===== src/rtl/core/tccs_pkg.sv =====
// ----------------------------------------------------------------------------
// tccs_pkg
// shared types, constants and float32 helpers for the triangle clip/cull stage
// ----------------------------------------------------------------------------
package tccs_pkg;

	// register file geometry
	localparam int NUM_REGS  = 8;
	localparam int REG_W     = 64;
	localparam int REG_IDX_W = 3;
	localparam int ADDR_W    = REG_IDX_W + 3;
	localparam int FW        = 32;

	// divider pipeline: one quotient bit per stage, plus prep and round stages
	localparam int DIV_STEPS = 26;
	localparam int DIV_LAT   = DIV_STEPS + 2;

	// winding that counts as front facing
	localparam bit FRONT_FACE_CW = 1'b0;

	localparam logic [31:0] CANON_NAN = 32'h7FC0_0000;
	localparam logic [31:0] ONE_F     = 32'h3F80_0000;
	localparam logic [31:0] INF_F     = 32'h7F80_0000;

	// identity matrix at reset
	localparam logic [REG_W-1:0] MVP_RESET [NUM_REGS] = '{
		64'h0000_0000_3F80_0000, 64'h0000_0000_0000_0000,
		64'h3F80_0000_0000_0000, 64'h0000_0000_0000_0000,
		64'h0000_0000_0000_0000, 64'h0000_0000_3F80_0000,
		64'h0000_0000_0000_0000, 64'h3F80_0000_0000_0000
	};

	typedef enum logic [1:0] {
		VERDICT_KEEP   = 2'd0,
		VERDICT_W_CLIP = 2'd1,
		VERDICT_Z_CLIP = 2'd2,
		VERDICT_CULLED = 2'd3
	} verdict_t;

	typedef struct packed {
		logic [FW-1:0] v0_x;
		logic [FW-1:0] v0_y;
		logic [FW-1:0] v0_z;
		logic [FW-1:0] v1_x;
		logic [FW-1:0] v1_y;
		logic [FW-1:0] v1_z;
		logic [FW-1:0] v2_x;
		logic [FW-1:0] v2_y;
		logic [FW-1:0] v2_z;
	} tri_in_t;

	typedef struct packed {
		logic [FW-1:0] n0_x;
		logic [FW-1:0] n0_y;
		logic [FW-1:0] n0_z;
		logic [FW-1:0] n1_x;
		logic [FW-1:0] n1_y;
		logic [FW-1:0] n1_z;
		logic [FW-1:0] n2_x;
		logic [FW-1:0] n2_y;
		logic [FW-1:0] n2_z;
		verdict_t      verdict;
	} ndc_out_t;

	// classification
	function automatic logic is_nan(input logic [31:0] a);
		return (a[30:23] == 8'hFF) && (a[22:0] != 23'd0);
	endfunction

	function automatic logic is_inf(input logic [31:0] a);
		return (a[30:23] == 8'hFF) && (a[22:0] == 23'd0);
	endfunction

	function automatic logic is_zero(input logic [31:0] a);
		return a[30:0] == 31'd0;
	endfunction

	// a <= 0, false for nan
	function automatic logic le_zero(input logic [31:0] a);
		return is_zero(a) || (a[31] && !is_nan(a));
	endfunction

	// a < -1 or a > 1, false for nan
	function automatic logic z_out_of_range(input logic [31:0] a);
		return (a[30:0] > ONE_F[30:0]) && !is_nan(a);
	endfunction

	function automatic logic [31:0] canon(input logic [31:0] a);
		return is_nan(a) ? CANON_NAN : a;
	endfunction

	function automatic logic [4:0] lzc27(input logic [26:0] v);
		logic [4:0] n;
		n = 5'd0;
		for (int i = 0; i < 27; i++) begin
			if (v[i]) n = 5'(26 - i);
		end
		return n;
	endfunction

	function automatic logic [5:0] lzc48(input logic [47:0] v);
		logic [5:0] n;
		n = 6'd0;
		for (int i = 0; i < 48; i++) begin
			if (v[i]) n = 6'(47 - i);
		end
		return n;
	endfunction

	// round to nearest even and pack; m[26] is the integer bit at biased exponent e,
	// m[2] guard, m[1:0] round and sticky
	function automatic logic [31:0] round_pack(input logic s, input logic signed [11:0] e,
			input logic [26:0] m);
		logic [26:0] mm;
		logic [26:0] mask;
		logic [11:0] sh;
		logic [9:0]  ebase;
		logic        inc;
		logic [24:0] sum;
		logic [32:0] tmp;
		mm    = m;
		mask  = '0;
		ebase = 10'd0;
		sh    = 12'(12'sd1 - e);
		if (e < 12'sd1) begin
			// subnormal result: shift right keeping a sticky bit
			if (sh >= 12'd27) begin
				mm = {26'd0, |m};
			end else begin
				mask = (27'd1 << sh[4:0]) - 27'd1;
				mm   = (m >> sh[4:0]) | {26'd0, |(m & mask)};
			end
		end else begin
			ebase = e[9:0] - 10'd1;
		end
		inc = mm[2] & (mm[1] | mm[0] | mm[3]);
		sum = {1'b0, mm[26:3]} + {24'd0, inc};
		tmp = {ebase, 23'd0} + {8'd0, sum};
		if (tmp >= {2'b00, INF_F[30:0]}) return {s, INF_F[30:0]};
		return {s, tmp[30:0]};
	endfunction

	function automatic logic [31:0] fmul(input logic [31:0] a, input logic [31:0] b);
		logic              s;
		logic [23:0]       ma, mb;
		logic [7:0]        ea, eb;
		logic [47:0]       p, pn;
		logic [5:0]        lz;
		logic signed [11:0] e;
		s = a[31] ^ b[31];
		if (is_nan(a) || is_nan(b) || (is_inf(a) && is_zero(b)) || (is_inf(b) && is_zero(a)))
			return CANON_NAN;
		if (is_inf(a) || is_inf(b)) return {s, INF_F[30:0]};
		if (is_zero(a) || is_zero(b)) return {s, 31'd0};
		ma = {a[30:23] != 8'd0, a[22:0]};
		mb = {b[30:23] != 8'd0, b[22:0]};
		ea = (a[30:23] == 8'd0) ? 8'd1 : a[30:23];
		eb = (b[30:23] == 8'd0) ? 8'd1 : b[30:23];
		p  = ma * mb;
		lz = lzc48(p);
		pn = p << lz;
		e  = $signed({4'd0, ea}) + $signed({4'd0, eb}) - 12'sd126 - $signed({6'd0, lz});
		return round_pack(s, e, {pn[47:24], pn[23], pn[22], |pn[21:0]});
	endfunction

	function automatic logic [31:0] fadd(input logic [31:0] a, input logic [31:0] b);
		logic [31:0]       x, y;
		logic [7:0]        ex, ey, d;
		logic [23:0]       mx, my;
		logic [26:0]       ys, sm, mask, m;
		logic [27:0]       r;
		logic [4:0]        lz;
		logic signed [11:0] e;
		if (is_nan(a) || is_nan(b) || (is_inf(a) && is_inf(b) && (a[31] != b[31])))
			return CANON_NAN;
		if (is_inf(a)) return a;
		if (is_inf(b)) return b;
		if (is_zero(a) && is_zero(b)) return {a[31] & b[31], 31'd0};
		// larger magnitude first
		if (b[30:0] > a[30:0]) begin
			x = b;
			y = a;
		end else begin
			x = a;
			y = b;
		end
		ex   = (x[30:23] == 8'd0) ? 8'd1 : x[30:23];
		ey   = (y[30:23] == 8'd0) ? 8'd1 : y[30:23];
		mx   = {x[30:23] != 8'd0, x[22:0]};
		my   = {y[30:23] != 8'd0, y[22:0]};
		d    = ex - ey;
		ys   = {my, 3'd0};
		mask = '0;
		// align the smaller operand
		if (d >= 8'd27) begin
			sm = {26'd0, |ys};
		end else begin
			mask = (27'd1 << d[4:0]) - 27'd1;
			sm   = (ys >> d[4:0]) | {26'd0, |(ys & mask)};
		end
		if (x[31] == y[31]) begin
			r = {1'b0, mx, 3'd0} + {1'b0, sm};
			if (r[27]) begin
				m = {r[27:2], r[1] | r[0]};
				e = $signed({4'd0, ex}) + 12'sd1;
			end else begin
				m = r[26:0];
				e = $signed({4'd0, ex});
			end
		end else begin
			r = {1'b0, mx, 3'd0} - {1'b0, sm};
			if (r == 28'd0) return 32'd0;
			lz = lzc27(r[26:0]);
			m  = r[26:0] << lz;
			e  = $signed({4'd0, ex}) - $signed({7'd0, lz});
		end
		return round_pack(x[31], e, m);
	endfunction

	function automatic logic [31:0] fsub(input logic [31:0] a, input logic [31:0] b);
		return fadd(a, {~b[31], b[30:0]});
	endfunction

endpackage


===== src/rtl/core/tccs_fdiv.sv =====
// ----------------------------------------------------------------------------
// tccs_fdiv
// pipelined float32 divider, one quotient bit per stage, round to nearest even
// ----------------------------------------------------------------------------
module tccs_fdiv (
	input  logic                   clk,
	input  logic                   en,
	input  logic [tccs_pkg::FW-1:0] num,
	input  logic [tccs_pkg::FW-1:0] den,
	output logic [tccs_pkg::FW-1:0] quot
);
	import tccs_pkg::*;

	typedef struct packed {
		logic [24:0]        rem;
		logic [23:0]        dvs;
		logic [25:0]        quo;
		logic signed [11:0] ex;
		logic               sgn;
		logic               spc;
		logic [31:0]        spv;
	} div_st_t;

	div_st_t     st_s [DIV_STEPS+1];
	logic [31:0] quot_q;

	function automatic logic [4:0] lzc24(input logic [23:0] v);
		logic [4:0] n;
		n = 5'd0;
		for (int i = 0; i < 24; i++) begin
			if (v[i]) n = 5'(23 - i);
		end
		return n;
	endfunction

	// special cases, operand normalization and exponent
	function automatic div_st_t prep(input logic [31:0] a, input logic [31:0] b);
		div_st_t     r;
		logic [23:0] ma, mb, an, bn;
		logic [7:0]  ea, eb;
		logic [4:0]  la, lb;
		r     = '0;
		r.sgn = a[31] ^ b[31];
		ma    = {a[30:23] != 8'd0, a[22:0]};
		mb    = {b[30:23] != 8'd0, b[22:0]};
		ea    = (a[30:23] == 8'd0) ? 8'd1 : a[30:23];
		eb    = (b[30:23] == 8'd0) ? 8'd1 : b[30:23];
		la    = lzc24(ma);
		lb    = lzc24(mb);
		an    = ma << la;
		bn    = mb << lb;
		if (is_nan(a) || is_nan(b) || (is_zero(a) && is_zero(b)) || (is_inf(a) && is_inf(b))) begin
			r.spc = 1'b1;
			r.spv = CANON_NAN;
		end else if (is_inf(a) || is_zero(b)) begin
			r.spc = 1'b1;
			r.spv = {r.sgn, INF_F[30:0]};
		end else if (is_zero(a) || is_inf(b)) begin
			r.spc = 1'b1;
			r.spv = {r.sgn, 31'd0};
		end else begin
			r.ex = $signed({4'd0, ea}) - $signed({7'd0, la}) - $signed({4'd0, eb})
				+ $signed({7'd0, lb}) + 12'sd127;
			r.dvs = bn;
			// keep the quotient in [1,2)
			if (an < bn) begin
				r.rem = {an, 1'b0};
				r.ex  = r.ex - 12'sd1;
			end else begin
				r.rem = {1'b0, an};
			end
		end
		return r;
	endfunction

	// one restoring step
	function automatic div_st_t step(input div_st_t s);
		div_st_t     r;
		logic        ge;
		logic [24:0] rn;
		r     = s;
		ge    = s.rem >= {1'b0, s.dvs};
		rn    = ge ? (s.rem - {1'b0, s.dvs}) : s.rem;
		r.rem = {rn[23:0], 1'b0};
		r.quo = {s.quo[24:0], ge};
		return r;
	endfunction

	// divider stages
	always_ff @(posedge clk) begin
		if (en) begin
			st_s[0] <= prep(num, den);
			for (int k = 1; k <= DIV_STEPS; k++) begin
				st_s[k] <= step(st_s[k-1]);
			end
			quot_q <= st_s[DIV_STEPS].spc ? st_s[DIV_STEPS].spv :
				round_pack(st_s[DIV_STEPS].sgn, st_s[DIV_STEPS].ex,
					{st_s[DIV_STEPS].quo, |st_s[DIV_STEPS].rem});
		end
	end

	assign quot = quot_q;

endmodule


===== config.mk =====
export PLATFORM = sky130hd
export DESIGN_NAME = tccs_fdiv
export DESIGN_NICKNAME = d
export VERILOG_FILES = /design/src/rtl/core/tccs_pkg.sv /design/src/rtl/core/tccs_fdiv.sv
export SDC_FILE = /design/constraint.sdc
export NUM_CORES = 2
export LEC_CHECK = 0
export ABC_AREA = 1
export BUFFER_PORTS_ARGS = -buffer_cell sky130_fd_sc_hd__buf_2
export CAP_MARGIN = 20
export CORE_ASPECT_RATIO = 1.5
export CORE_MARGIN = 5
export CORE_UTILIZATION = 40
export DETAILED_ROUTE_END_ITERATION = 8
export SLEW_MARGIN = 10
export SYNTH_ARGS = -nofsm -noshare
export SYNTH_HDL_FRONTEND = slang
export SYNTH_SLANG_ARGS = --single-unit

===== constraint.sdc =====
create_clock -name clk -period 8.8 [get_ports clk]
set_clock_uncertainty 0.05 [all_clocks]
set_input_delay 2.2 -clock clk [delete_from_list [all_inputs] [get_ports clk]]
set_output_delay 2.2 -clock clk [all_outputs]
set_load 0.01 [all_outputs]

==> flow_summary.toml <==
[yosys]
ys_types = 72
post-synth-top-area-cell = "edfxtp_1"
synthCells = 9592
synth_warnings = 0
syn_avg_cell_area_sq_um = 11.0
async_flop_share_pct = 0
synth.top_cell.area_share_pct = 60.2
ys_seq_area_share_pct = 60.2
synth_seq_cells = 2115
syn_nets = 10400
synthTopCellsByArea = "edfxtp_1, ha_1, a21oi_1"
synth-edff-count = 2115
synthFlopType = "edfxtp_1"
syn_area_sq_um = 106000

[cts]
cts_made_buffers = 211
postCtsResizedCells = 0
clk_path_buf_depth = 4
htreeDepth = 4
cts_tree = "built"
cts_hold_buf = 0
post-cts-setup-buffers = 0
clk_pin_slew_ns = 0.06
clk-insertion-delay-late_ns = 0.88
cts_root_buf = "clkbuf_16"
clock_sinks = 2115

[timing]
tns_ns = 0
setup_violations = 0
worst_pin_slew_ns = 1.08
final_max_slew_viol_count = 0
hold_viol = 0
min_period_ns = 7.22
period_share_pct = 82.0
slew_headroom_pct = 27.8
rsz0062_at_grt = "false"
fmax_mhz = 139

[finish]
n_fill_cell = 24000
fin_nets = 10600
area_delta_synth_final_pct = 11.1
fin_area_sq_um = 117000
utilization_pct = 44.5
drive_gt1_share_pct = 5.66
stdcell_count = 13400

[floorplanning]
row_count = 231
start_util_pct = 40.1
dieHeight_microns = 639
dieArea_sq_um = 274000
num_io_pins = 98
core_area_sq_um = 263000
die_x_microns = 429

[worst_setup_path]
cp_num_buf_inv = 2
crit_required_ns = 9.42
crit_arrival_ns = 7.84
cp_max_fo = 21
cp-start-kind = "input pin"
crit_top_cell = "nand2_1"
cpMaxStageDelayCell = "o21ai_0"
path_class = "input pin to flip-flop"
cpLargestDelayFamily = "compound AO/OA/AOI/OAI gates"
cp_slowest_stage_delay_ns = 0.85
cp-end-kind = "flip-flop"

[placement]
dp_cells = 13100
placed_cell_area_sq_um = 110000
io_buffer_count = 97
globalplace.congestion = 0.907
hpwl_microns = 193000

[power_and_ir_drop]
switching_share_pct = 35.6
intPower_mw = 25.2
pwr_density_cell_nw_per_um2 = 333
ir_drop_v = 0.000161
p_leak_nw = 47.3
p_sw_mw = 13.9
power.share.sequential_pct = 39.3
p_clk_share_pct = 23.0
total_power_mw = 39.0
p_comb_share_pct = 37.6

[detailed_routing]
drc = 0
post_drt_via_cell_ratio = 5.15
wire_per_inst_microns = 18.9
vias = 69100
drt_wl_total_microns = 254000
dr.pass1.iters = 6
drtAntennaViolNets = 0
first_iter_violations = 4212

[min_path]
holdCritPathClass = "flip-flop to flip-flop"

[job]
cap_violations = 0

[outcome]
status = "complete, no violations"

[global_routing]
grt_pass1_vias = 71800
antenna_found_initial = 5
grt_max_degree = 200
grt_pass1_wl_microns = 389000
grt_remaining_overflow = 0
grtUsageTotal_pct = 18.0
[worst reg2reg max path: stages, from the launching register on]
cell and delay, ns:
edfxtp_1 0.33, buf_4 0.32, clkinv_2 0.47, ha_1 0.45, buf_4 0.24, inv_1 0.57, a21oi_2 0.22, nor3_4 0.19
nand2_4 0.16, clkinv_2 0.16, nand2_2 0.12, o22ai_1 0.22, nand2_1 0.21, inv_1 0.16, ha_1 0.20, nand3_1 0.20
nor2_2 0.28, nand3_1 0.14, nand2_1 0.11, xor2_1 0.22, inv_2 0.08, nor3_4 0.21, nand4_4 0.17, nand2_4 0.30
nor3_2 0.12
[final timing paths]
path / startpoint / to / slack (ns) / cells after the start
worst max-delay path: den[0] / st_s[0][115] / 1.58 / 40
worst min-delay path: st_s[0][1546] / st_s[0][1667] / 0.34 / 0
worst max register to register: st_s[1][1245] / quot[18] / 2.62 / 24
worst min register to register: st_s[0][1546] / st_s[0][1667] / 0.34 / 0
[through the flow]
| stage | setup WS (ns) | hold WS, ns |
|---|---|---|
| 2_1_floorplan | 1.77 | 0.350 |
| 3_3_place_gp | 0.476 | 0.350 |
| 3_5_place_dp | 0.667 | 0.355 |
| 4_1_cts | 1.55 | 0.344 |
| 5_1_grt | 1.14 | 0.356 |
| 6_report | 1.58 | 0.337 |
[power groups by stage]
stage | Sequential [mW] | Combinational, mW | Clock, mW
after floorplan | 15.0 | 11.0 | 0
after global placement | 15.5 | 14.2 | 0
after detailed placement | 15.6 | 14.6 | 0
after CTS | 15.4 | 14.7 | 9.26
after global routing | 15.5 | 16.4 | 9.66
final | 15.4 | 14.7 | 8.99
[cell usage in the layout, fill, tap and decap left out, types with 10 or more instances in the layout]
cell and n:
buf_2 96, clkbuf_16 215, o21ai_0 392, ha_1 673, a31oi_1 32, bufinv_16 27
nand4_1 104, buf_12 15, nand2_1 1324, o211ai_1 18, inv_2 15, a21oi_1 1161
buf_4 66, o221ai_1 31, o21a_1 10, nor2_1 991, xnor2_1 389, o21bai_1 18
a211oi_1 49, inv_1 1182, nor4_1 48, fa_1 32, nor3_1 46, clkbuf_1 39
edfxtp_1 2115, a21oi_2 10, xor2_1 229, clkinv_1 36, a221o_1 28, clkinv_2 34
nand3_1 319, nor2_2 12, o21ai_1 31
[synthesized netlist by cell type (104+ instances only)]
| library cell | count |
|---|---|
| nand4_1 | 104 |
| o21ai_0 | 392 |
| xor2_1 | 229 |
| nand3_1 | 323 |
| clkbuf_1 | 133 |
| nor2_1 | 993 |
| inv_1 | 1182 |
| edfxtp_1 | 2115 |
| xnor2_1 | 389 |
| nand2_1 | 1324 |
| ha_1 | 673 |
| a21oi_1 | 1161 |
[layout make-up]
type                    count  area, sq um  share of cell area [%]
clock inverters           109         1240                    1.05
multi-input cells        6072        36800                    31.4
well taps                3495         4370                    3.73
diodes                      2         5.00                 0.00427
inverters                1202         4520                    3.85
clock buffers             254         5530                    4.71
flip-flops and latches   2115        63500                    54.2
repair buffers            178         1290                    1.10
[metal layers]
metal,track usage [%],vias to the layer above,wire length (microns)
met5,0,-,22
met4,11.7,6,19300
met3,2.12,714,6860
met2,38.5,1272,150000
met1,14.9,33300,77400
li1,-,33800,-
[sequential cells by signal, summed over array words and instances (netlist names)]
name and count:
quot 32, st_s 2083
[kinds of logic (layout without fill, tap and decap cells)]
logic type / after synthesis / in the layout / share of synthesized area, %
XOR/XNOR: 618 / 618 / 5.13
AND/OR/NAND/NOR: 2900 / 2900 / 11.4
flip-flops: 2115 / 2115 / 60.2
AO/OA/AOI/OAI: 1841 / 1841 / 9.51
adder cells (fa/ha/maj): 705 / 705 / 8.59
multiplexers: 8 / 8 / 0.0771
other: 0 / 2 / 0
buffers and inverters: 1405 / 1743 / 5.11
No activity file was read; power rests on OpenSTA's default activity.
